[src/rtl/accel_tilt_angle_unit_defines.svh]
// ---------------------------------------------------------------------------
// accel_tilt_angle_unit_defines.svh
// Assertion macros for the tilt angle unit.
// ---------------------------------------------------------------------------
`ifndef ACCEL_TILT_ANGLE_UNIT_DEFINES_SVH
`define ACCEL_TILT_ANGLE_UNIT_DEFINES_SVH

`ifndef ASSERT_OFF
// same-cycle implication, disabled in reset
`define ATA_ASSERT_IMP(lbl, ck, rn, ante, cons, msg) \
    lbl: assert property (@(posedge ck) disable iff (!rn) (ante) |-> (cons)) \
        else $error(msg);
// next-cycle implication, disabled in reset
`define ATA_ASSERT_NXT(lbl, ck, rn, ante, cons, msg) \
    lbl: assert property (@(posedge ck) disable iff (!rn) (ante) |=> (cons)) \
        else $error(msg);
`else
`define ATA_ASSERT_IMP(lbl, ck, rn, ante, cons, msg)
`define ATA_ASSERT_NXT(lbl, ck, rn, ante, cons, msg)
`endif

`endif

[src/rtl/ata_pkg.sv]
// ---------------------------------------------------------------------------
// ata_pkg
// Types, widths and constants shared by the tilt angle unit and its cells.
// ---------------------------------------------------------------------------
`default_nettype none

package ata_pkg;

    localparam int SAMPLE_W        = 16;
    localparam int TILT_W          = 16;
    // output fraction bits, 8..20
    localparam int ANGLE_FRAC_BITS = 14;
    localparam int CORDIC_STAGES   = 16;

    localparam int ACC_FRAC    = 30;
    localparam int TABLE_LEN   = 24;
    localparam int ROUND_SHIFT = ACC_FRAC - ANGLE_FRAC_BITS;
    localparam int ROUND_W     = 38;

    // square root of {sumsq, 32 zero bits}: two radicand bits per step
    localparam int SQRT_STEPS = 32;
    localparam int ROOT_W     = 32;
    localparam int REM_W      = 34;
    localparam int RAD_W      = 64;
    localparam int SUM_W      = 32;
    localparam int SQ_W       = 31;

    localparam int VEC_W = 36;
    localparam int ANG_W = 34;

    localparam logic [31:0] PI_ACC      = 32'd3373259426;
    localparam logic [31:0] HALF_PI_ACC = 32'd1686629713;

    // atan(2^-i), 30 fraction bits
    localparam logic [29:0] ATAN_TAB [TABLE_LEN] = '{
        30'd843314856, 30'd497837829, 30'd263043836, 30'd133525158,
        30'd67021686,  30'd33543515,  30'd16775850,  30'd8388437,
        30'd4194282,   30'd2097149,   30'd1048575,   30'd524287,
        30'd262143,    30'd131071,    30'd65535,     30'd32767,
        30'd16383,     30'd8191,      30'd4095,      30'd2047,
        30'd1023,      30'd511,       30'd255,       30'd127
    };

    localparam logic [ROUND_W-1:0] PI_TILT_FULL =
        (ROUND_W'(PI_ACC) + (ROUND_W'(1) << (ROUND_SHIFT - 1))) >> ROUND_SHIFT;
    localparam logic PI_FITS = (PI_TILT_FULL < (ROUND_W'(1) << TILT_W));

    typedef struct packed {
        logic [REM_W-1:0]           rem;
        logic [ROOT_W-1:0]          root;
        logic [RAD_W-1:0]           rad;
        logic signed [SAMPLE_W-1:0] z;
        logic                       zero_h;
    } sqrt_beat_t;

    typedef struct packed {
        logic signed [VEC_W-1:0] vx;
        logic signed [VEC_W-1:0] vy;
        logic signed [ANG_W-1:0] ang;
        logic                    zero_h;
        logic                    z_neg;
    } cordic_beat_t;

endpackage

`default_nettype wire

[src/rtl/ata_sqrt_cell.sv]
// ---------------------------------------------------------------------------
// ata_sqrt_cell
// One step of the digit-by-digit square root: one root bit per cell.
// ---------------------------------------------------------------------------
`default_nettype none

module ata_sqrt_cell (
    input  wire logic                clk,
    input  wire logic                rst_n,
    input  wire logic                en,
    input  wire logic                prev_valid,
    input  wire ata_pkg::sqrt_beat_t prev_beat,
    output logic                     valid,
    output ata_pkg::sqrt_beat_t      beat
);

    logic                       valid_reg;
    logic                       valid_next;
    ata_pkg::sqrt_beat_t        beat_reg;
    ata_pkg::sqrt_beat_t        beat_next;
    logic [ata_pkg::REM_W+1:0]  cur;
    logic [ata_pkg::REM_W+1:0]  trial;
    logic                       ge;

    always_comb
    begin
        cur   = {prev_beat.rem, prev_beat.rad[ata_pkg::RAD_W-1 -: 2]};
        trial = (ata_pkg::REM_W + 2)'({prev_beat.root, 2'b01});
        ge    = (cur >= trial);

        beat_next        = prev_beat;
        beat_next.rem    = ge ? ata_pkg::REM_W'(cur - trial) : ata_pkg::REM_W'(cur);
        beat_next.root   = {prev_beat.root[ata_pkg::ROOT_W-2:0], ge};
        beat_next.rad    = prev_beat.rad << 2;
        valid_next       = en ? prev_valid : valid_reg;
    end

    always_ff @(posedge clk or negedge rst_n)
    begin
        if (!rst_n)
        begin
            valid_reg <= 1'b0;
        end
        else
        begin
            valid_reg <= valid_next;
        end
    end

    always_ff @(posedge clk)
    begin
        if (en)
        begin
            beat_reg <= beat_next;
        end
    end

    assign valid = valid_reg;
    assign beat  = beat_reg;

endmodule

`default_nettype wire

[config.mk]
export PLATFORM = sky130hd
export DESIGN_NAME = ata_sqrt_cell
export DESIGN_NICKNAME = d
export VERILOG_FILES = /design/src/rtl/accel_tilt_angle_unit_defines.svh /design/src/rtl/ata_pkg.sv /design/src/rtl/ata_sqrt_cell.sv
export SDC_FILE = /design/constraint.sdc
export NUM_CORES = 1
export LEC_CHECK = 0
export BUFFER_PORTS_ARGS = -buffer_cell sky130_fd_sc_hd__buf_4
export CAP_MARGIN = 20
export CORE_MARGIN = 1.5
export CORE_UTILIZATION = 34
export CTS_CLUSTER_DIAMETER = 40
export CTS_CLUSTER_SIZE = 40
export DETAILED_ROUTE_END_ITERATION = 10
export GPL_TIMING_DRIVEN = 1
export REMOVE_ABC_BUFFERS = 1
export SLEW_MARGIN = 20
export SYNTH_ARGS = -nofsm -noshare
export SYNTH_HDL_FRONTEND = slang
export SYNTH_SLANG_ARGS = --single-unit
[constraint.sdc]
create_clock -name clk -period 0.8 [get_ports clk]
set_input_delay 0.12 -clock clk [delete_from_list [all_inputs] [get_ports clk]]
set_output_delay 0.12 -clock clk [all_outputs]
set_load 0.005 [all_outputs]
==> Word level (Yosys, flattened, before mapping) <==
Cells that the tools add are included.
{ "totals": {"in_bits": 151, "regBits": 146} }
{ "classes": {"n_lt_le_gt_ge": 1, "n_addsub": 1, "mux": 1} }
{ "ops": {"columns": ["operator", "n"], "rows": [
  ["$ge 36x34->1", 1],
  ["$mux 34", 1],
  ["$sub 34x34->34", 1]
]} }

==> Longest topological paths before layout <==
Gate-level depths: netlist (run 1).
{ "depth": {"ltp_word": 2, "depth_mapped": 13, "depth_no_buf": 10} }

==> Least setup slack after synthesis (run 1) <==
No wires, ideal clock.
{ "synth_timing": {"kind": "in2reg", "from": "input port prev_beat[90] (netlist bit)", "to": "register beat_reg, in the netlist beat[140] (data pin)", "setup_slack_ns": -1.579, "t_required_ns": 0.540, "path_stages": 10, "arrival_ns": 2.119, "path_cell_list": "inv_1 > ha_1 > a21o_1 > a31o_1 > a211oi_4 > o211ai_2 > a21bo_2 > mux2i_1 > o221ai_1 > mux2_4"} }
{ "synth_lines": {"columns": ["item", "line_no", "source"], "rows": [
  ["start: declaration", "ata_sqrt_cell.sv:12", "input wire ata_pkg::sqrt_beat_t prev_beat,"],
  ["end signal: assignment", "ata_sqrt_cell.sv:54", "beat_reg <= beat_next;"],
  ["end: declaration", "ata_sqrt_cell.sv:19", "ata_pkg::sqrt_beat_t beat_reg;"]
]} }

==> qor.yml, run 1 <==
status: "finished, violations left"
violations: "setup timing"
min_period_ns: 2.016
viasPerCell: 4.705
cp_top_family: "compound AO/OA/AOI/OAI gates"
grt_max_degree: 26
startpoint_type: "input pin"
synth_flop_cell: "edfxtp_1"
antenna_left: 0
num_vias: 6568
dp_hpwl_um: 16790
synth-async-reset-ratio: 0.006849
synth_mux_area_frac: 0.009664
synthToLayoutAreaGrowth_pct: 95.28
portBuffers: 296
critPathKind: "in2reg"
nFillCells: 1441
clock-sinks: 146
post_drt_wl_per_cell_um: 17.77
tns_ns: -78.53
wl_um: 24810
yosysWarnings: 0
r2r-start: "valid$_DFFE_PN0P_"
synthAdderAreaFrac: 0.06200
synth-simple-area-share: 0.08169
drtPass1Iterations: 5
stdcell_count: 1396
num_rows: 51
drive_gt1_frac: 0.5160
cp.arrival_ns: 2.20
track_usage: 0.2328
clock_latency_ns: 0.43
routed-wl-met2_um: 13380
netlist_area_um2: 6862
cts_max_path_buffers: 2
path_cells: "buf_8 > ha_4 > a21o_1 > o41ai_4 > o211ai_1 > a211oi_2 > o21a_4 > clkinv_4 > mux2_4"
timing.critical_path.from: "prev_beat[120]"
yosysSeqAreaShare: 0.6382
p_leak_uw: 0.005826
synth_area_leader_cell: "edfxtp_1"
die_y_um: 145.1
die_area_um2: 21040
final.setup_skew_ns: 0
die_w_um: 145.1
drv_cap: 0
path_buf_inv: 2
synthXorXnorAreaFrac: 0.03446
setup_slack_ns: -1.216
syn_avg_cell_area_um2: 13.04
synth_top_family_by_area: "compound AO/OA/AOI/OAI gates"
synth_commonest_cells: "edfxtp_1 (145), nand2_1 (58), inv_1 (42)"
place.gp.congestion: 0.8737
drt-met1-wl_um: 9337
synth_most_common_cell: "edfxtp_1"
drc: 0
worst_pin_slew_ns: 0.5107
regArea_um2: 4379
placed_area_um2: 10360
io_pins: 299
cts_buffers: 17
root_buffer: "clkbuf_16"
cp_max_fo: 5
fmax_mhz: 496.0
nets: 1301
crit_path_end_kind: "flop"
synth_edf_count: 145
synthTopCellsByArea: "edfxtp_1 (63%), ha_1 (6.2%), nand2_1 (3.2%), o21ai_0 (3.0%), inv_1 (2.3%)"
synth_compound_area_frac: 0.1358
initialDrtViolationCount: 264
syn_inst: 526
multiInputGateArea_um2: 2746
largest_reg_flops: 145
core_area_um2: 19650
cts_max_level: 4
required_ns: 0.98
slowest_delay_ns: 0.36
grt_pass1_wl_um: 37830
placedCellCount: 1204
dp_slack_ns: -1.851
start_util: 0.3491
final.period_utilization: 2.520
hold_viol_final: 0
synth-seq-cells: 146
vdd_ir_drop_max_uv: 1508
cts_tree: "built"
slew_violations: 0
design_area_um2: 13400
antenna_found_initial: 2
top_layer_used: "met4"
rsz0062_at_grt: "yes"
hold_class: "in2reg"
cp_slowest_cell: "o41ai_4"
yosysUniqueCellTypes: 64
grt_pass1_vias: 6970
timing.slew.headroom: 0.6569
min_from: "prev_beat[138]"
setup_viol: 181
path_clk_slew_ns: 0.07
wl_met3_um: 1609
synth_top_area_share: 0.6346
power_density_nw_per_um2: 1812
globalRouteOverflowTotal: 0
-- cell usage in the layout (no fill, tap or decap), types with 3 or more instances in the layout --
cell type,instances
buf_4,359
edfxtp_1,145
dlygate4sd3_1,140
buf_6,74
nand2_1,44
inv_1,32
o21ai_1,22
a21o_1,19
ha_4,19
a21oi_1,18
nor2_1,17
clkbuf_16,17
o21ai_0,13
xnor2_1,13
xor2_1,12
ha_1,12
o21ai_2,11
nand2_2,11
a21oi_2,10
nor3_1,8
inv_2,6
nand4_1,6
nand3_1,5
clkinv_4,5
nand2b_1,5
buf_8,5
buf_12,5
inv_4,4
a31oi_1,4
mux2i_1,4
inv_6,4
diode_2,3
and3_2,3
nand2_4,3
o41ai_4,3
ha_2,3
-- per-stage QoR --
step | hold WS (ns) | util | power [µW]
floorplan | -0.1756 | - | 11390
global placement | -0.1045 | 0.5270 | 14490
detailed placement | -0.1037 | 0.5270 | 14560
CTS | -0.004328 | 0.6594 | 23890
global route | 0.002768 | 0.6816 | 25230
finish | 0.009142 | 0.6818 | 24280
-- what timing repair did --
item / 4_1_cts / 5_1_grt
pin swaps: 46 / 27
hold endpoints to repair: 140 / 0
gates cloned: 4 / 0
setup endpoints to repair: 181 / 181
resized for setup: 125 / 92
hold buffers: 140 / 0
setup buffers: 10 / 6
-- layout make-up --
cell class | count | share of cell area
diodes | 3 | 0.0005603
well taps | 265 | 0.02475
flip-flops and latches | 146 | 0.3268
clock inverters | 14 | 0.01289
multi-input cells | 323 | 0.2050
repair buffers | 585 | 0.3851
inverters | 43 | 0.01317
clock buffers | 17 | 0.03175
-- path summary, 6_finish.rpt --
path                                        to  slack, ns  cells after the start
max                        beat[140]$_DFFE_PP_      -1.22                      9
min                        beat[140]$_DFFE_PP_      0.009                      2
max reg2reg                  valid$_DFFE_PN0P_       0.02                      1
min reg2reg                  valid$_DFFE_PN0P_       0.57                      1
max in group asynchronous    valid$_DFFE_PN0P_       0.13                      3
min in group asynchronous    valid$_DFFE_PN0P_       0.55                      3
-- report_power, final --
part           internal [µW]  switching (µW)  total [µW]
registers               9340             332        9670
logic                   3810            2560        6370
clock network           4680            3560        8240
-- cells by family after synthesis --
family | count (synthesis)
adders and majority gates | 34
xor gates and xnor gates | 27
DFF | 146
buffers and inverters | 59
muxes | 6
and+or+nand+nor | 120
other | 1
AOI/OAI and AO/OA | 133
-- layer usage --
| metal | GRT usage | up-vias |
|---|---|---|
| met1 | 0.2591 | 3174 |
| met5 | 0 | - |
| met4 | 0.07143 | 0 |
| met3 | 0.06069 | 36 |
| met2 | 0.4321 | 229 |
| li1 | - | 3129 |
(Power assumes the default switching activity.)
==> run 2: changes to the inputs <==
SKIP_CTS_REPAIR_TIMING = 1   (was unset)
==> run 2 against run 1 <==
Against the previous run:
- the run ends with hold timing, setup timing left
- sequential power hardly changed
- largest cell class unchanged
- clock skew did not move
- fmax barely moved
- highest routed layer unchanged
- via count decreased by 2.3%
==> qor.yml, run 2 (same netlist as run 1, synthesis figures left out) <==
status: "finished, violations left"  # unchanged
violations: "hold timing, setup timing"  # was setup timing
critPathKind: "in2reg"  # unchanged
layout_common_cells: "buf_4 (366), edfxtp_1 (145), dlygate4sd3_1 (124), buf_6 (62), nand2_1 (54)"  # was buf_4 (359), edfxtp_1 (145), dlygate4sd3_1 (140), buf_6 (74), nand2_1 (44)
track_usage: 0.1999  # was 0.2328
cts_buffers: 17  # unchanged
power_density_nw_per_um2: 1835  # was 1812 nW/µm²
nFillCells: 1484  # was 1441
cp_top_family: "compound AO/OA/AOI/OAI gates"  # unchanged
vdd_ir_drop_max_uv: 1471  # was 1508 µV
min_period_ns: 2.018  # was 2.016 ns
num_vias: 6417  # was 6568
regArea_um2: 4379  # unchanged
largest_reg_flops: 145  # unchanged
pwr-share-comb: 0.257  # was 0.262
initialDrtViolationCount: 304  # was 264
clock_latency_ns: 0.42  # was 0.43 ns
num_rows: 51  # unchanged
final.setup_skew_ns: 0  # unchanged
die_w_um: 145.1  # unchanged
cp_slowest_cell: "a311oi_4"  # was o41ai_4
synthToLayoutAreaGrowth_pct: 90.83  # was 95.28%
p_leak_uw: 0.005708  # was 0.005826 µW
required_ns: 0.98  # about the same
start_util: 0.3491  # unchanged
root_buffer: "clkbuf_16"  # unchanged
portBuffers: 296  # unchanged
grt_pass1_vias: 5996  # was 6970
viasPerCell: 4.677  # was 4.705
fmax_mhz: 495.5  # was 496.0 MHz
grt_pass1_wl_um: 32260  # was 37830 µm
dp_hpwl_um: 16790  # unchanged
setup_slack_ns: -1.218  # was -1.216 ns
finish.utilization: 0.6662  # was 0.6818
setup_viol: 181  # unchanged
core_area_um2: 19650  # unchanged
grt_busiest_layer: "met2"  # unchanged
post_drt_wl_per_cell_um: 17.49  # was 17.77 µm
hold_viol_final: 3  # was 0
drv_cap: 0  # unchanged
met3_usage: 0.04717  # was 0.06069
cts_max_level: 4  # unchanged
grt_max_degree: 26  # unchanged
path_buf_inv: 1  # was 2
cp_max_fo: 3  # was 5
slowest_delay_ns: 0.36  # about the same
nets: 1279  # was 1301
multiInputGateArea_um2: 2706  # was 2746 µm²
antenna_left: 0  # unchanged
drtPass1Iterations: 5  # unchanged
place.gp.congestion: 0.8737  # unchanged
whs_ns: -0.009743  # was 0.009142 ns
drive_gt1_frac: 0.5027  # was 0.5160
stdcell_count: 1372  # was 1396
layout.cells.most_common: "buf_4"  # unchanged
path_clk_slew_ns: 0.07  # about the same
sequentialPowerShare: 0.402  # was 0.398
p_switching_uw: 6338  # was 6450 µW
antenna_found_initial: 1  # was 2
path_cells: "buf_6 > ha_4 > a21o_1 > or3_1 > o21a_1 > a311oi_4 > o21ai_4 > a31oi_4 > mux2i_1 > a31o_1"  # was buf_8 > ha_4 > a21o_1 > o41ai_4 > o211ai_1 > a211oi_2 > o21a_4 > clkinv_4 > mux2_4
r2r_slack_ns: 0.04  # was 0.02 ns
globalRouteOverflowTotal: 0  # unchanged
rsz0062_at_grt: "yes"  # unchanged
internal_power_uw: 17690  # was 17830 µW
startpoint_type: "input pin"  # unchanged
drc: 0  # unchanged
hold_class: "in2reg"  # unchanged
wl_um: 23990  # was 24810 µm
io_pins: 299  # unchanged
placedCellCount: 1204  # unchanged
die_area_um2: 21040  # unchanged
met2_usage: 0.3610  # was 0.4321
cts_tree: "built"  # unchanged
cts_max_path_buffers: 2  # unchanged
clkPwrFrac: 0.341  # was 0.339
final.period_utilization: 2.523  # was 2.520
die_y_um: 145.1  # unchanged
swShare: 0.2638  # was 0.2657
grt_util_met1: 0.2327  # was 0.2591
cp.arrival_ns: 2.20  # about the same
clock-sinks: 146  # unchanged
slew_violations: 0  # unchanged
crit_path_end_kind: "flop"  # unchanged
## run 2: worst paths after layout
check | startpoint | to | depth (start not counted)
min | prev_beat[136] | beat[138]$_DFFE_PP_ | 3
max | prev_beat[116] | beat[139]$_DFFE_PP_ | 10
min reg2reg | valid$_DFFE_PN0P_ | valid$_DFFE_PN0P_ | 1
max in group asynchronous | rst_n | valid$_DFFE_PN0P_ | 2
min in group asynchronous | rst_n | valid$_DFFE_PN0P_ | 2
max reg2reg | valid$_DFFE_PN0P_ | valid$_DFFE_PN0P_ | 1
## run 2: final cells by class
cell class | count | area share
timing repair buffer | 563 | 0.3744
clock buffer | 17 | 0.03249
multi-input combinational | 323 | 0.2067
tap | 265 | 0.02532
inverter | 43 | 0.01328
clock inverter | 14 | 0.01319
sequential | 146 | 0.3344
antenna | 1 | 0.0001911
## run 2: metal layers
metal | routed length (µm) | up-vias
met5 | 0 | -
met4 | 444 | 0
met3 | 1236 | 36
met2 | 12890 | 227
met1 | 9420 | 3069
li1 | - | 3085
## run 2: power groups by stage
stage          sequential, µW  combinational (µW)  clock, µW
4_1_cts                  9590                4850       8310
3_3_place_gp             9730                4760          0
6_report                 9650                6180       8190
5_1_grt                  9720                6650       8650
3_5_place_dp             9740                4830          0
2_1_floorplan            9790                1600          0
## run 2: through the flow
stage / area (µm²) / total power (µW) / TNS, ns / setup slack [ns]
after floorplan: 6770 / 11390 / -79.72 / -2.564
after global placement: 10360 / 14490 / -74.41 / -1.823
after detailed placement: 10360 / 14560 / -76.11 / -1.851
after CTS: 10960 / 22740 / -87.82 / -1.406
after global routing: 13090 / 25020 / -87.11 / -1.314
final: 13090 / 24030 / -78.63 / -1.218
==> run 3: changes to the inputs <==
CAP_MARGIN = unset   (was 20)
SLEW_MARGIN = unset   (was 20)
clock period = 1.8 ns   (was 0.8 ns; I/O delays follow)
==> run 3 against run 2 <==
Against the previous run:
- the flow finishes with violations (setup timing)
- largest cell class is now flip-flops and latches
- core utilization down 5.9 points
- flip-flop and latch count unchanged
- global-route usage fell by 0.30 points
- clock-buffer cell count unchanged
- power decreased by 57%
- critical path depth increased by 1
- setup slack better by 0.77 ns
- clock skew stayed put
==> qor.yml, run 3 (same netlist as run 1, synthesis figures left out) <==
fmax_mhz: 445.4
initialDrtViolationCount: 299  # was 304
cp.arrival_ns: 2.43  # was 2.20 ns
cts_buffers: 17  # unchanged
grt_pass1_wl_um: 31980  # was 32260 µm
layout_common_cells: "buf_4 (401), edfxtp_1 (145), nand2_1 (49), inv_1 (31)"  # was buf_4 (366), edfxtp_1 (145), dlygate4sd3_1 (124), buf_6 (62), nand2_1 (54)
dp_slack_ns: -0.9924  # was -1.851 ns
largest_reg_flops: 145  # unchanged
die_area_um2: 21040  # unchanged
finish.utilization: 0.6075  # was 0.6662
internal_power_uw: 7552  # was 17690 µW
layout.cells.most_common: "buf_4"  # unchanged
swShare: 0.2718  # was 0.2638
tns_ns: -12.57  # was -78.63 ns
design_area_um2: 11940  # was 13090 µm²
core_area_um2: 19650  # unchanged
io_pins: 299  # unchanged
clock_latency_ns: 0.42  # about the same
antenna_found_initial: 0  # was 1
viasPerCell: 4.766  # was 4.677
crit_path_end_kind: "flop"  # unchanged
required_ns: 1.98  # was 0.98 ns
synthToLayoutAreaGrowth_pct: 74.00  # was 90.83%
drive_gt1_frac: 0.5895  # was 0.5027
p_switching_uw: 2818  # was 6338 µW
track_usage: 0.1969  # was 0.1999
grt_max_degree: 53  # was 26
vdd_ir_drop_max_uv: 668.0  # was 1471 µV
power_uw: 10370  # was 24030 µW
cp_max_fo: 7  # was 3
antenna_left: 0  # unchanged
nets: 1162  # was 1279
num_rows: 51  # unchanged
setup_slack_ns: -0.4453  # was -1.218 ns
placed_area_um2: 10290  # was 10360 µm²
wl_um: 23220  # was 23990 µm
root_buffer: "clkbuf_16"  # unchanged
die_y_um: 145.1  # unchanged
place.gp.congestion: 0.9003  # was 0.8737
power_density_nw_per_um2: 868.6  # was 1835 nW/µm²
final.setup_skew_ns: 0  # unchanged
post_drt_wl_per_cell_um: 18.51  # was 17.49 µm
die_w_um: 145.1  # unchanged
clock-sinks: 146  # unchanged
drv_cap: 0  # unchanged
hold_class: "in2reg"  # unchanged
final.period_utilization: 1.247
slew_violations: 0  # unchanged
sequentialPowerShare: 0.410  # was 0.402
drtPass1Iterations: 4  # was 5
drc: 0  # unchanged
nFillCells: 1604  # was 1484
portBuffers: 296  # unchanged
pwr-share-comb: 0.250  # was 0.257
startpoint_type: "input pin"  # unchanged
cts_tree: "built"  # unchanged
hold_viol_final: 0  # was 3
diodes: 0  # was 1
min_period_ns: 2.245
num_vias: 5976  # was 6417
status: "finished, violations left"  # unchanged
clkPwrFrac: 0.340  # was 0.341
cts_max_level: 4  # unchanged
start_util: 0.3491  # unchanged
globalRouteOverflowTotal: 0  # unchanged
path_clk_slew_ns: 0.07  # about the same
p_leak_uw: 0.005198  # was 0.005708 µW
setup_viol: 35  # was 181
cts_max_path_buffers: 2  # unchanged
dp_hpwl_um: 16250  # was 16790 µm
violations: "setup timing"  # was hold timing, setup timing
critPathKind: "in2reg"  # unchanged
grt_pass1_vias: 5864  # was 5996
rsz0062_at_grt: "yes"  # unchanged
## run 3: changes by cell type in the layout (fill, tap and decap cells not counted), moves of 9 or more
cell	change
buf_6	-42
dlygate4sd3_1	-115
buf_4	+35
o21ai_2	+9
## run 3: final cells by class
class	count	area, µm²	area share
well taps	265	331.6	0.02777
clock buffers	17	425.4	0.03563
flip-flops and latches	146	4379	0.3668
clock inverters	14	143.9	0.01205
multi-input cells	323	2844	0.2382
inverters	43	178.9	0.01499
repair buffers	446	3636	0.3045
## run 3: final timing paths
kind	from	endpoint	slack, ns	depth (start not counted)
min in group asynchronous	rst_n	valid$_DFFE_PN0P_	0.16	2
worst min register to register	valid$_DFFE_PN0P_	valid$_DFFE_PN0P_	0.53	1
max in group asynchronous	rst_n	valid$_DFFE_PN0P_	1.55	2
worst max register to register	valid$_DFFE_PN0P_	valid$_DFFE_PN0P_	1.05	1
worst max-delay path	prev_beat[97]	beat[140]$_DFFE_PP_	-0.45	11
worst min-delay path	prev_beat[18]	beat[20]$_DFFE_PP_	0.01	1
## run 3: per-stage QoR
step | cells | hold WS [ns]
final | 1254 | 0.01350
after global routing | 1254 | 0.00001188
after CTS | 1223 | -0.4089
after detailed placement | 1192 | 0.04876
after global placement | 1192 | 0.04524
after floorplan | 511 | -0.02559
## run 3: power groups by stage
stage	Sequential, µW	Clock [µW]	Combinational (µW)
after detailed placement	4320	0	2130
after CTS	4260	3590	2150
after floorplan	4350	0	713
final	4250	3520	2600
after global placement	4320	0	2100
after global routing	4280	3740	2780
## run 3: layer usage
layer  GRT usage  vias to the layer above  part of all wire
met5           0                        -                 0
met2      0.3555                      229              0.52
met1      0.2305                     2866              0.40
li1            -                     2852                 -
met3     0.05440                       29             0.065
met4     0.04796                        0             0.017
## run 3: worst max-delay path, cell delays in order
cell and delay, ns:
buf_4 0.11, inv_1 0.10, ha_4 0.21, and2_4 0.16, a221oi_2 0.25, o31a_1 0.22
o221ai_2 0.16, a211oi_2 0.28, o21a_4 0.29, inv_4 0.06, mux2_4 0.29
