## src/rtl/accel_tilt_angle_unit_defines.svh

```systemverilog
// ---------------------------------------------------------------------------
// accel_tilt_angle_unit_defines.svh
// Assertion macros for the tilt angle unit.
// ---------------------------------------------------------------------------
`ifndef ACCEL_TILT_ANGLE_UNIT_DEFINES_SVH
`define ACCEL_TILT_ANGLE_UNIT_DEFINES_SVH

`ifndef ASSERT_OFF
// same-cycle implication, disabled in reset
`define ATA_ASSERT_IMP(lbl, ck, rn, ante, cons, msg) \
    lbl: assert property (@(posedge ck) disable iff (!rn) (ante) |-> (cons)) \
        else $error(msg);
// next-cycle implication, disabled in reset
`define ATA_ASSERT_NXT(lbl, ck, rn, ante, cons, msg) \
    lbl: assert property (@(posedge ck) disable iff (!rn) (ante) |=> (cons)) \
        else $error(msg);
`else
`define ATA_ASSERT_IMP(lbl, ck, rn, ante, cons, msg)
`define ATA_ASSERT_NXT(lbl, ck, rn, ante, cons, msg)
`endif

`endif

```

## src/rtl/ata_pkg.sv

```systemverilog
// ---------------------------------------------------------------------------
// ata_pkg
// Types, widths and constants shared by the tilt angle unit and its cells.
// ---------------------------------------------------------------------------
`default_nettype none

package ata_pkg;

    localparam int SAMPLE_W        = 16;
    localparam int TILT_W          = 16;
    // output fraction bits, 8..20
    localparam int ANGLE_FRAC_BITS = 14;
    localparam int CORDIC_STAGES   = 16;

    localparam int ACC_FRAC    = 30;
    localparam int TABLE_LEN   = 24;
    localparam int ROUND_SHIFT = ACC_FRAC - ANGLE_FRAC_BITS;
    localparam int ROUND_W     = 38;

    // square root of {sumsq, 32 zero bits}: two radicand bits per step
    localparam int SQRT_STEPS = 32;
    localparam int ROOT_W     = 32;
    localparam int REM_W      = 34;
    localparam int RAD_W      = 64;
    localparam int SUM_W      = 32;
    localparam int SQ_W       = 31;

    localparam int VEC_W = 36;
    localparam int ANG_W = 34;

    localparam logic [31:0] PI_ACC      = 32'd3373259426;
    localparam logic [31:0] HALF_PI_ACC = 32'd1686629713;

    // atan(2^-i), 30 fraction bits
    localparam logic [29:0] ATAN_TAB [TABLE_LEN] = '{
        30'd843314856, 30'd497837829, 30'd263043836, 30'd133525158,
        30'd67021686,  30'd33543515,  30'd16775850,  30'd8388437,
        30'd4194282,   30'd2097149,   30'd1048575,   30'd524287,
        30'd262143,    30'd131071,    30'd65535,     30'd32767,
        30'd16383,     30'd8191,      30'd4095,      30'd2047,
        30'd1023,      30'd511,       30'd255,       30'd127
    };

    localparam logic [ROUND_W-1:0] PI_TILT_FULL =
        (ROUND_W'(PI_ACC) + (ROUND_W'(1) << (ROUND_SHIFT - 1))) >> ROUND_SHIFT;
    localparam logic PI_FITS = (PI_TILT_FULL < (ROUND_W'(1) << TILT_W));

    typedef struct packed {
        logic [REM_W-1:0]           rem;
        logic [ROOT_W-1:0]          root;
        logic [RAD_W-1:0]           rad;
        logic signed [SAMPLE_W-1:0] z;
        logic                       zero_h;
    } sqrt_beat_t;

    typedef struct packed {
        logic signed [VEC_W-1:0] vx;
        logic signed [VEC_W-1:0] vy;
        logic signed [ANG_W-1:0] ang;
        logic                    zero_h;
        logic                    z_neg;
    } cordic_beat_t;

endpackage

`default_nettype wire

```

## src/rtl/ata_cordic_cell.sv

```systemverilog
// ---------------------------------------------------------------------------
// ata_cordic_cell
// One vectoring micro-rotation; SHIFT sets the step and its arctangent.
// ---------------------------------------------------------------------------
`default_nettype none

module ata_cordic_cell #(
    parameter int SHIFT = 0
) (
    input  wire logic                  clk,
    input  wire logic                  rst_n,
    input  wire logic                  en,
    input  wire logic                  prev_valid,
    input  wire ata_pkg::cordic_beat_t prev_beat,
    output logic                       valid,
    output ata_pkg::cordic_beat_t      beat
);

    localparam logic signed [ata_pkg::ANG_W-1:0] STEP_ANGLE =
        ata_pkg::ANG_W'(ata_pkg::ATAN_TAB[SHIFT]);

    logic                               valid_reg;
    logic                               valid_next;
    ata_pkg::cordic_beat_t              beat_reg;
    ata_pkg::cordic_beat_t              beat_next;
    logic signed [ata_pkg::VEC_W-1:0]   dx;
    logic signed [ata_pkg::VEC_W-1:0]   dy;
    logic                               vy_pos;

    always_comb
    begin
        dx     = prev_beat.vy >>> SHIFT;
        dy     = prev_beat.vx >>> SHIFT;
        vy_pos = !prev_beat.vy[ata_pkg::VEC_W-1] && (prev_beat.vy != '0);

        beat_next = prev_beat;
        if (vy_pos)
        begin
            beat_next.vx  = prev_beat.vx + dx;
            beat_next.vy  = prev_beat.vy - dy;
            beat_next.ang = prev_beat.ang + STEP_ANGLE;
        end
        else
        begin
            beat_next.vx  = prev_beat.vx - dx;
            beat_next.vy  = prev_beat.vy + dy;
            beat_next.ang = prev_beat.ang - STEP_ANGLE;
        end
        valid_next = en ? prev_valid : valid_reg;
    end

    always_ff @(posedge clk or negedge rst_n)
    begin
        if (!rst_n)
        begin
            valid_reg <= 1'b0;
        end
        else
        begin
            valid_reg <= valid_next;
        end
    end

    always_ff @(posedge clk)
    begin
        if (en)
        begin
            beat_reg <= beat_next;
        end
    end

    assign valid = valid_reg;
    assign beat  = beat_reg;

endmodule

`default_nettype wire

```

## config.mk

```make
export PLATFORM = sky130hd
export DESIGN_NAME = ata_cordic_cell
export DESIGN_NICKNAME = d
export VERILOG_FILES = /design/src/rtl/accel_tilt_angle_unit_defines.svh /design/src/rtl/ata_pkg.sv /design/src/rtl/ata_cordic_cell.sv
export SDC_FILE = /design/constraint.sdc
export NUM_CORES = 1
export LEC_CHECK = 0
export ABC_AREA = 1
export BUFFER_PORTS_ARGS = -buffer_cell sky130_fd_sc_hd__buf_2
export CAP_MARGIN = 30
export CORE_MARGIN = 2
export CORE_UTILIZATION = 37
export DETAILED_ROUTE_END_ITERATION = 16
export PLACE_DENSITY = 0.64
export SLEW_MARGIN = 0
export SYNTH_ARGS = -nofsm -noshare
export SYNTH_HDL_FRONTEND = slang
export SYNTH_SLANG_ARGS = --single-unit
export TNS_END_PERCENT = 10
```

## constraint.sdc

```tcl
create_clock -name clk -period 0.8 [get_ports clk]
set_input_delay 0.12 -clock clk [delete_from_list [all_inputs] [get_ports clk]]
set_output_delay 0.12 -clock clk [all_outputs]
set_load 0.005 [all_outputs]
```

# ---- After elaboration in Yosys (flattened, before gate mapping)
# Index checks and enable logic that the tools add are counted.
dict set report word_totals {
  register_bits 109
  wordCells 15
}
dict set report op_classes {
  add_sub_neg 5
  mux 1
  reduce_logical 3
}
# operator count
set op_table {}
lappend op_table {{106-bit 2-to-1 mux} 1}
lappend op_table {{36-bit subtractor} 2}
lappend op_table {{36-bit adder} 1}
lappend op_table {{36-bit nonzero test} 1}
lappend op_table {{34-bit by 31-bit adder with 34-bit output, second input constant} 1}
lappend op_table {{34-bit by 31-bit subtractor with 34-bit output, second input constant} 1}
lappend op_table {{1-bit logical AND} 1}
lappend op_table {{1-bit zero test} 1}

# ---- Depth between registers and ports, before layout
# Gate-level depths: netlist of the first run.
dict set report depth {
  depth_word 3
  mapped_depth 19
  depth_no_buf 17
}

# ---- Worst setup path before layout of the first run
# No wires, ideal clock.
dict set report synth_path {
  kind {input-to-reg}
  from {input port prev_beat[37] in the netlist's numbering}
  to {register beat_reg, in the netlist beat[23], data pin}
  t_arrival_ns 2.453
  required_time_ns 0.541
  setup_slack_ns -1.912
  stages 14
  n_path_buf 2
  cell_sequence {inv_1 nand3_1 nor3_1 nand4_1 nand2_1 buf_2 buf_2 ha_1 o21ai_0 o21ai_2 a21o_1 nand2_1 nand3_1 xor2_1}
}
# item line
set synth_lines {}
lappend synth_lines {{start, declared} ata_cordic_cell.sv:14} ;# input wire ata_pkg::cordic_beat_t prev_beat,
lappend synth_lines {{end signal, assigned} ata_cordic_cell.sv:68} ;# beat_reg <= beat_next;
lappend synth_lines {{end, declared} ata_cordic_cell.sv:24} ;# ata_pkg::cordic_beat_t beat_reg;

==> results of run 1 <==
cells in the mapped netlist (3+ instances only):
| library cell | count | area share, % |
|---|---|---|
| xor2_1 | 55 | 3.8 |
| nor3_2 | 3 | 0.23 |
| nor3_1 | 21 | 0.82 |
| o211ai_1 | 4 | 0.23 |
| edfxtp_1 | 107 | 25 |
| o21bai_1 | 17 | 0.99 |
| buf_4 | 25 | 1.5 |
| nand3_1 | 169 | 6.6 |
| nor4_1 | 3 | 0.15 |
| ha_1 | 134 | 13 |
| xnor2_1 | 6 | 0.41 |
| nand3_2 | 3 | 0.23 |
| a21o_1 | 14 | 0.82 |
| buf_6 | 5 | 0.44 |
| o21ai_0 | 104 | 4.1 |
| o21ai_1 | 16 | 0.62 |
| nand2_1 | 577 | 17 |
| nor2_2 | 13 | 0.63 |
| a21oi_1 | 155 | 6.0 |
| nor2_1 | 172 | 5.0 |
| a21boi_0 | 4 | 0.23 |
| buf_2 | 12 | 0.47 |
| nand4_1 | 19 | 0.93 |
| o21a_1 | 5 | 0.29 |
| nand2_2 | 7 | 0.34 |
| clkbuf_1 | 3 | 0.088 |
| a31oi_1 | 5 | 0.24 |
| or2_1 | 3 | 0.15 |
| fa_1 | 4 | 0.62 |
| inv_1 | 266 | 7.8 |
| inv_2 | 10 | 0.29 |
cell families (layout without fill, tap and decap cells):
| family | Yosys count | after routing | share of synthesized area [%] |
|---|---|---|---|
| simple gates | 994 | 994 | 32.2 |
| compound gates | 330 | 330 | 14.0 |
| buf+inv | 323 | 1033 | 10.6 |
| fa+ha+maj | 138 | 138 | 13.7 |
| flops | 108 | 108 | 25.2 |
| xor+xnor | 61 | 61 | 4.16 |
| mux | 2 | 2 | 0.166 |
area by class of cell:
type / count / area, µm² / area share (%)
multi-input combinational: 1525 / 9730 / 48.2
clock inverter: 7 / 86.3 / 0.428
sequential: 108 / 3240 / 16.0
inverter: 277 / 1060 / 5.26
timing repair buffer: 740 / 5280 / 26.2
tap: 455 / 569 / 2.82
clock buffer: 9 / 225 / 1.12
metrics by stage:
step / util (%) / std cells / area, µm²
2_1_floorplan: - / 1956 / 13000
4_1_cts: 56.7 / 3114 / 19500
3_3_place_gp: 52.8 / 3077 / 18100
5_1_grt: 58.7 / 3121 / 20200
6_report: 58.7 / 3121 / 20200
3_5_place_dp: 52.8 / 3077 / 18100
cells in the final DEF (no fill, tap or decap), drive strengths merged:
cell type    Yosys  final
dfrtp            1      1
nor4             4      4
nand4           19     19
ha             134    134
and2             1      1
and3             1      1
fa               4      4
o21bai          17     17
a21oi          157    157
o22ai            1      1
edfxtp         107    107
a21o            14     14
o21a             5      5
a21boi           5      5
clkbuf           3     10
mux2             1      1
xnor2            6      6
or2              4      4
xor2            55     55
a31oi            5      5
inv            276    280
nor2           185    185
dlygate4sd3      0      7
o211ai           4      4
nand2          584    584
o21ai          122    122
clkinv           1      4
nand3          172    172
buf             43    732
mux2i            1      1
nor3            24     24
power by group:
group	leakage [nW]	internal (mW)	switching, mW
Sequential	1.06	7.31	0.240
Combinational	8.94	6.47	8.03
Clock	0.153	2.27	2.54
critical path, stage by stage:
cell and delay (ns):
buf_2 0.10, inv_1 0.10, nand3_2 0.12, nor3_4 0.24
nand4_1 0.22, nand2_2 0.23, buf_4 0.15, buf_12 0.13
ha_4 0.23, a21oi_2 0.18, o21ai_1 0.08, o21bai_2 0.21
nand2_1 0.09, nand2_2 0.10, buf_4 0.16, xor2_1 0.16
metal layers:
layer	up-vias	global-route usage, %
met1	7358	43.2
met2	656	51.8
li1	7762	-
met3	76	2.82
met5	-	0
met4	0	7.84
path summary, 6_finish.rpt:
check / from / end / slack [ns] / cells past startpoint
max: prev_beat[70] / beat[18] / -1.71 / 16
min: prev_beat[5] / beat[5] / 0.02 / 2
max reg2reg: valid / valid / 0.05 / 1
min reg2reg: valid / valid / 0.52 / 1
max in group asynchronous: rst_n / valid / 0.68 / 2
min in group asynchronous: rst_n / valid / 0.04 / 2
timing repair:
action,CTS,global route
hold endpoints to repair,7,0
setup endpoints to repair,209,209
pin swaps,31,29
hold buffers,7,0
gates cloned,0,1
resized for setup,226,162
setup buffers,16,7
==> reports/metrics.csv, run 1 <==
stage,metric,value,unit
place,dpl.hpwl,48.1,mm
final_layout,drive_gt1_share,40.8,%
setup_path,crit_required,0.92,ns
yosys,ys_seq_area_share,25.2,%
timing,slew_violations,0,
place,io_buffers,220,
run,maxCapViolCount,0,
cts,cts.sinks,108,
floorplan,row_count,68,
power_and_ir_drop,power_density,1330,nW/µm²
floorplan,die_area,36200,µm²
yosys,synth_area,12800,µm²
routing,drt_iter0_markers,1153,
timing,skew,0,ns
routing,met3_length,4.02,mm
routing,wl_per_cell,18.3,µm
setup_path,critPathLaunchType,input pin,
timing,fin_crit_sh,314,%
cts,clockBufferDepth,2,
routing,via_per_inst,5.08,
floorplan,start_util,37.3,%
yosys,yosys_warnings,0,
global_route,gr-total-overflow,0,
place,routabilityCongestion,1.03,
timing,max_freq,398,MHz
cts,cts_buffers,9,
power_and_ir_drop,p_leak,10.2,nW
timing,tns,-145.26,ns
setup_path,path_class,input pin to flop,
routing,vias,15900,
floorplan,core_area,34400,µm²
timing,rsz0062_at_grt,true,
power_and_ir_drop,power,26.9,mW
floorplan,die_w,190,µm
yosys,syn_inst,1956,
outcome,violations,negative setup slack,
cts,path_clk_slew,0.08,ns
yosys,async_flop_share,0.926,%
place,dp_slack,-2.44,ns
global_route,grt_pass1_wl,85.1,mm
routing,drc,0,
global_route,antenna_found_initial,0,
timing,period_minus_slack,2.51,ns
setup_path,cp_max_fo,6,
global_route,grt_max_degree,55,
routing,drt.antenna.violating_nets,0,
timing,setup_viol,209,
yosys,ys_seq_elements,108,
timing,slew_headroom,72.0,%
cts,cts_tree,yes,
timing,tightest_slew,0.416,ns
power_and_ir_drop,ir_worst_vdd,1.13,mV
floorplan,ios,221,
final_layout,antenna_cells,0,
floorplan,fp.dieH,190,µm
routing,wl_met2,26.1,mm
routing,wl,57.1,mm
final_layout,nFillCells,3347,
timing,hold_violations,0,
yosys,syn-num-nets,2206,
yosys,synth_edf_count,107,
cts,htree_levels,3,
worst_hold_path,min_path_type,input pin to flop,
routing,drtPass1Iterations,6,
final_layout,fin_nets,2911,
yosys,postSynthAreaPerCell,6.56,µm²
timing,hold_ws,0.0225,ns
setup_path,worstPathArrival,2.63,ns
setup_path,critPathCaptureType,flop,
global_route,track_usage,31.1,%
outcome,status,finished with violations,
final_layout,largest_reg_flops,107,
cts,clk_latency,0.38,ns
routing,dr.max_layer_used,met4,
routing,wl_met1,25.6,mm
cts,cts_root_buf,clkbuf_16,
yosys,synth.distinct_cells,44,
timing,setup_slack,-1.71,ns
final_layout,areaGrowthSynthToFinish,57.3,%
yosys,synthFlopType,edfxtp_1,
global_route,grt_pass1_vias,15400,
Power figures use the tool's default switching activity.
==> run 2: changes to the inputs <==
--- a/config.mk
+++ b/config.mk
@@ -11,7 +11,7 @@
 export CORE_MARGIN = 2
 export CORE_UTILIZATION = 37
 export DETAILED_ROUTE_END_ITERATION = 16
-export PLACE_DENSITY = 0.64
+export PLACE_DENSITY = 0.62
 export SLEW_MARGIN = 0
 export SYNTH_ARGS = -nofsm -noshare
 export SYNTH_HDL_FRONTEND = slang
==> constraint.sdc (replaced) <==
create_clock -name clk -period 2.82 [get_ports clk]
set_input_delay 0.423 -clock clk [delete_from_list [all_inputs] [get_ports clk]]
set_output_delay 0.423 -clock clk [all_outputs]
set_load 0.005 [all_outputs]
==> reports/metrics.csv, run 2 (synthesis gave the netlist of run 1 again) <==
stage,metric,value,unit,change
routing,via_per_inst,5.04,,-0.82%
final_layout,layout.cells.most_common,nand2_1,,
setup_path,reg2regPathDepth,1,,unchanged
power_and_ir_drop,p_leak,9.31,nW,-8.3%
setup_path,critPathLaunchType,input pin,,
setup_path,rrSetupSlack,2.08,ns,+2.03 ns
setup_path,worstPathArrival,3.04,ns,+0.41 ns
cts,cts_root_buf,clkbuf_16,,
power_and_ir_drop,ir_worst_vdd,0.324,mV,-71%
floorplan,start_util,37.3,%,unchanged
final_layout,layout_common_cells,"nand2_1 (565), buf_4 (366), inv_1 (260), buf_2 (215), nand3_1 (168)",,
floorplan,die_w,190,µm,unchanged
routing,wl_per_cell,18.2,µm,-0.56%
setup_path,critPathCaptureType,flop,,
routing,drt_iter0_markers,1040,,-9.8%
setup_path,worstReg2RegEnd,valid,,
timing,slew_headroom,43.8,%,-28 points
timing,setup_slack,-0.0897,ns,+1.62 ns
power_and_ir_drop,power_density,391,nW/µm²,-71%
setup_path,startpoint,prev_beat[65],,
floorplan,fp.dieH,190,µm,unchanged
timing,fin_crit_sh,103,%,
timing,slew_violations,0,,unchanged
cts,cts_tree,yes,,
final_layout,fin_nets,2767,,-4.9%
routing,vias,15000,,-5.4%
timing,period_minus_slack,2.91,ns,
setup_path,cp_max_fo,7,,+1
timing,rsz0062_at_grt,true,,
place,routabilityCongestion,0.958,,-7.1%
worst_hold_path,min_path_type,input pin to flop,,
final_layout,drive_gt1_share,29.5,%,-11 points
routing,drc,0,,unchanged
power_and_ir_drop,p_seq_share,30.6,%,+2.5 points
setup_path,path_class,input pin to flop,,
timing,hold_ws,0.221,ns,+0.198 ns
global_route,grt_max_degree,75,,+36%
power_and_ir_drop,clock_power_share,18.9,%,+1.0 points
power_and_ir_drop,p_switching,2.81,mW,-74%
cts,htree_levels,3,,unchanged
routing,drtPass1Iterations,6,,unchanged
run,maxCapViolCount,0,,unchanged
worst_hold_path,hold_start,prev_beat[3],,
final_layout,largest_reg_flops,107,,unchanged
global_route,grt_pass1_vias,14600,,-5.3%
power_and_ir_drop,comb_power_share,50.5,%,-3.5 points
final_layout,antenna_cells,0,,unchanged
power_and_ir_drop,swShare,39.9,%,-0.30 points
routing,drt.antenna.violating_nets,0,,unchanged
timing,tightest_slew,0.842,ns,+0.427 ns
floorplan,core_area,34400,µm²,unchanged
timing,setup_viol,10,,-95%
setup_path,worstReg2RegStart,valid,,
floorplan,die_area,36200,µm²,unchanged
global_route,antenna_found_initial,1,,+1
cts,clk_latency,0.37,ns,about the same
cts,path_clk_slew,0.08,ns,about the same
power_and_ir_drop,p_int,4.22,mW,-74%
final_layout,areaGrowthSynthToFinish,40.2,%,
timing,hold_violations,0,,unchanged
final_layout,nFillCells,3569,,+6.6%
global_route,grt_pass1_wl,81.1,mm,-4.6%
cts,cts.sinks,108,,unchanged
global_route,track_usage,29.7,%,-1.4 points
routing,wl,54.2,mm,-5.1%
setup_path,crit_required,2.95,ns,+2.03 ns
cts,clockBufferDepth,2,,unchanged
timing,max_freq,344,MHz,
place,io_buffers,220,,unchanged
setup_path,crit_path_end,beat[29],,
floorplan,ios,221,,unchanged
timing,tns,-0.270,ns,+144.99 ns
floorplan,row_count,68,,unchanged
global_route,gr-total-overflow,0,,unchanged
place,dpl.hpwl,46.7,mm,-2.9%
timing,skew,0,ns,unchanged
outcome,status,finished with violations,,
cts,cts_buffers,9,,unchanged
outcome,violations,negative setup slack,,
-- run 2: per-layer routing --
| metal | GRT usage (%) | vias to the layer above | routed length, µm |
|---|---|---|---|
| met5 | 0 | - | 0 |
| met4 | 11.1 | 0 | 2210 |
| met3 | 3.61 | 84 | 3710 |
| met2 | 49.5 | 546 | 24400 |
| met1 | 39.3 | 6874 | 23900 |
| li1 | - | 7492 | - |
-- run 2: worst min-delay path by stage --
| stage | end | slack (ns) | cells after the start |
|---|---|---|---|
| 2_1_floorplan | valid | 0.13 | 0 |
| 3_3_place_gp | valid | 0.20 | 1 |
| 3_5_place_dp | valid | 0.20 | 1 |
| 4_1_cts | beat[3] | 0.20 | 1 |
| 5_1_grt | beat[3] | 0.21 | 1 |
| 6_report | beat[3] | 0.22 | 1 |
-- run 2: final cells by class --
class | instances | area (µm²) | area share (%)
clock buffer | 9 | 225 | 1.25
clock inverter | 7 | 86.3 | 0.480
inverter | 277 | 1060 | 5.88
multi-input combinational | 1525 | 8740 | 48.6
sequential | 108 | 3240 | 18.0
tap | 455 | 569 | 3.16
timing repair buffer | 596 | 4070 | 22.6
-- run 2: worst max-delay path: stages --
cell      delay, ns
buf_8          0.10
inv_4          0.04
nand4_1        0.37
nor3_2         0.27
nand4_1        0.13
buf_6          0.16
nand2_8        0.12
buf_12         0.16
buf_6          0.10
fa_2           0.20
nand2_1        0.06
nand2_1        0.07
o21ai_2        0.07
o21ai_2        0.19
nand2_1        0.10
nand2_2        0.10
nand2_1        0.06
o211ai_1       0.09
buf_4          0.16
xor2_1         0.06
-- run 2: power groups by stage --
stage / combinational [mW] / clock [mW] / sequential, mW
6_report: 3.55 / 1.33 / 2.15
5_1_grt: 3.88 / 1.41 / 2.17
4_1_cts: 3.43 / 1.37 / 2.15
3_5_place_dp: 3.33 / 0 / 2.19
3_3_place_gp: 3.31 / 0 / 2.18
2_1_floorplan: 1.61 / 0 / 2.20
-- run 2: metrics by stage --
step / std cells / setup slack, ns / instance area (µm²) / total power, mW / utilization, %
2_1_floorplan: 1956 / -0.0396 / 12900 / 3.81 / -
3_3_place_gp: 2946 / -0.654 / 17000 / 5.49 / 49.4
3_5_place_dp: 2946 / -0.722 / 17000 / 5.52 / 49.4
4_1_cts: 2975 / -0.0560 / 17700 / 6.96 / 51.5
5_1_grt: 2977 / -0.158 / 18000 / 7.46 / 52.3
6_report: 2977 / -0.0897 / 18000 / 7.03 / 52.3
-- run 2: timing repair --
item / in CTS / in global routing
endpoints found under the hold margin: 1 / 0
hold buffers: 1 / 0
gates cloned: 1 / 0
gates resized for setup: 67 / 55
setup endpoints to repair: 25 / 23
pin swaps: 27 / 9
buffers inserted: 11 / 2
==> run 3: changes to the inputs <==
--- a/config.mk
+++ b/config.mk
@@ -9,9 +9,9 @@
 export BUFFER_PORTS_ARGS = -buffer_cell sky130_fd_sc_hd__buf_2
 export CAP_MARGIN = 30
 export CORE_MARGIN = 2
-export CORE_UTILIZATION = 37
+export CORE_UTILIZATION = 30
 export DETAILED_ROUTE_END_ITERATION = 16
-export PLACE_DENSITY = 0.62
+export PLACE_DENSITY = 0.53
 export SLEW_MARGIN = 0
 export SYNTH_ARGS = -nofsm -noshare
 export SYNTH_HDL_FRONTEND = slang
==> reports/metrics.csv, run 3 (synthesis gave the netlist of run 1 again) <==
stage,metric,value,unit,change
outcome,status,finished with violations,,
outcome,violations,negative setup slack,,
timing,tightest_slew,0.899,ns,+0.0565 ns
cts,path_clk_slew,0.09,ns,about the same
global_route,grt_pass1_vias,15000,,+2.3%
floorplan,row_count,75,,+10%
power_and_ir_drop,power_density,388,nW/µm²,-0.62%
global_route,grt_pass1_wl,85.7,mm,+5.6%
floorplan,ios,221,,unchanged
global_route,antenna_found_initial,0,,-1
routing,via_per_inst,4.85,,-3.7%
timing,skew,0,ns,unchanged
timing,hold_violations,0,,unchanged
cts,cts_tree,yes,,
timing,rsz0062_at_grt,true,,
final_layout,largest_reg_flops,107,,unchanged
place,dpl.hpwl,49.3,mm,+5.5%
routing,drt.antenna.violating_nets,0,,unchanged
cts,cts_root_buf,clkbuf_16,,
routing,drtPass1Iterations,5,,-1
routing,drc,0,,unchanged
floorplan,start_util,30.5,%,-6.9 points
global_route,track_usage,25.6,%,-4.1 points
setup_path,cp_max_fo,14,,+7
place,place_inst,3031,,+2.9%
timing,fin_crit_sh,103,%,-0.64 points
routing,vias,14900,,-0.89%
final_layout,layout_common_cells,"nand2_1 (552), buf_4 (366), inv_1 (254), buf_2 (215), nand3_1 (164)",,
run,maxCapViolCount,0,,unchanged
floorplan,die_area,44500,µm²,+23%
timing,slew_headroom,40.1,%,-3.8 points
setup_path,path_class,input pin to flop,,
setup_path,crit_required,2.96,ns,about the same
place,io_buffers,220,,unchanged
cts,cts.sinks,108,,unchanged
setup_path,worstPathArrival,3.04,ns,about the same
global_route,gr-total-overflow,0,,unchanged
routing,wl_per_cell,18.6,µm,+2.3%
cts,cts_buffers,9,,unchanged
power_and_ir_drop,ir_worst_vdd,0.278,mV,-14%
place,dp_slack,-0.773,ns,-0.0510 ns
floorplan,fp.dieH,211,µm,+11%
setup_path,critPathCaptureType,flop,,
timing,slew_violations,0,,unchanged
floorplan,core_area,42100,µm²,+23%
final_layout,drive_gt1_share,31.1,%,+1.6 points
cts,clk_latency,0.36,ns,about the same
routing,wl,57.0,mm,+5.2%
final_layout,fin_nets,2769,,+0.072%
cts,htree_levels,3,,unchanged
power_and_ir_drop,p_leak,9.35,nW,+0.38%
place,routabilityCongestion,0.938,,-2.0%
setup_path,critPathLaunchType,input pin,,
timing,setup_viol,10,,unchanged
final_layout,antenna_cells,0,,unchanged
global_route,grt_max_degree,74,,-1.3%
floorplan,die_w,211,µm,+11%
final_layout,layout.cells.most_common,nand2_1,,
final_layout,postLayoutCoreUtil,43.5,%,-8.8 points
final_layout,areaGrowthSynthToFinish,42.8,%,
final_layout,fin_cells,3063,,+2.9%
routing,drt_iter0_markers,1037,,-0.29%
timing,setup_slack,-0.0715,ns,+0.0181 ns
timing,max_freq,346,MHz,+0.63%
timing,period_minus_slack,2.89,ns,-0.0181 ns
cts,clockBufferDepth,2,,unchanged
worst_hold_path,min_path_type,input pin to flop,,
power_and_ir_drop,power,7.12,mW,+1.3%
-- run 3: changes by cell type in the layout (fill, tap and decap cells not counted), sizes merged --
cell	previous run	this run
buf	595	597
clkinv	4	2
inv	280	282
-- run 3: worst max-delay path: stages --
cell	delay [ns]
buf_6	0.09
inv_2	0.04
nand4_1	0.30
nor3_2	0.27
nand4_1	0.22
nand2_2	0.20
buf_6	0.15
inv_12	0.07
ha_4	0.30
nand3_2	0.07
nand2_2	0.10
a21oi_4	0.08
buf_6	0.12
o21ai_4	0.14
nand2_1	0.08
nand2_2	0.12
nand3_2	0.08
nand3_1	0.08
nand2_1	0.05
-- run 3: report_power, final --
group          internal [mW]  switching [mW]
clock network          0.646           0.707
logic                   1.52            2.10
registers               2.07          0.0740
-- run 3: what timing repair did --
item	CTS	global route
hold buffers	1	0
pin swaps	34	23
resized for setup	127	48
endpoints found under the hold margin	1	0
setup endpoints to repair	24	23
buffers inserted	11	4
cloned	1	0
-- run 3: per-layer routing --
| layer | vias up | routed length [µm] | track usage (%) |
|---|---|---|---|
| li1 | 7482 | - | - |
| met1 | 6895 | 26800 | 35.1 |
| met2 | 440 | 26100 | 43.2 |
| met3 | 46 | 2790 | 2.42 |
| met4 | 0 | 1300 | 6.68 |
| met5 | - | 0 | 0 |
-- run 3: path summary, 6_finish.rpt --
path | from | end | slack [ns] | depth (start not counted)
min reg2reg | valid | valid | 0.52 | 1
min | prev_beat[1] | beat[1] | 0.22 | 1
max reg2reg | valid | valid | 2.07 | 1
max in group asynchronous | rst_n | valid | 2.39 | 2
min in group asynchronous | rst_n | valid | 0.35 | 2
max | prev_beat[65] | beat[24] | -0.07 | 19
-- run 3: through the flow --
stage	hold slack (ns)	setup TNS [ns]	instance area (µm²)
6_report	0.222	-0.362	18300
5_1_grt	0.200	-1.66	18300
4_1_cts	0.194	-0.292	18100
3_5_place_dp	0.200	-22.57	17100
3_3_place_gp	0.198	-22.96	17100
2_1_floorplan	0.127	-0.0658	12900
-- run 3: final cells by class --
| class | count | area (µm²) |
|---|---|---|
| Multi-Input combinational cell | 1525 | 8990 |
| Clock buffer | 9 | 225 |
| Inverter | 277 | 1050 |
| Sequential cell | 108 | 3240 |
| Clock inverter | 7 | 83.8 |
| Tap cell | 539 | 674 |
| Fill cell | 4451 | 23800 |
| Timing Repair Buffer | 598 | 4070 |
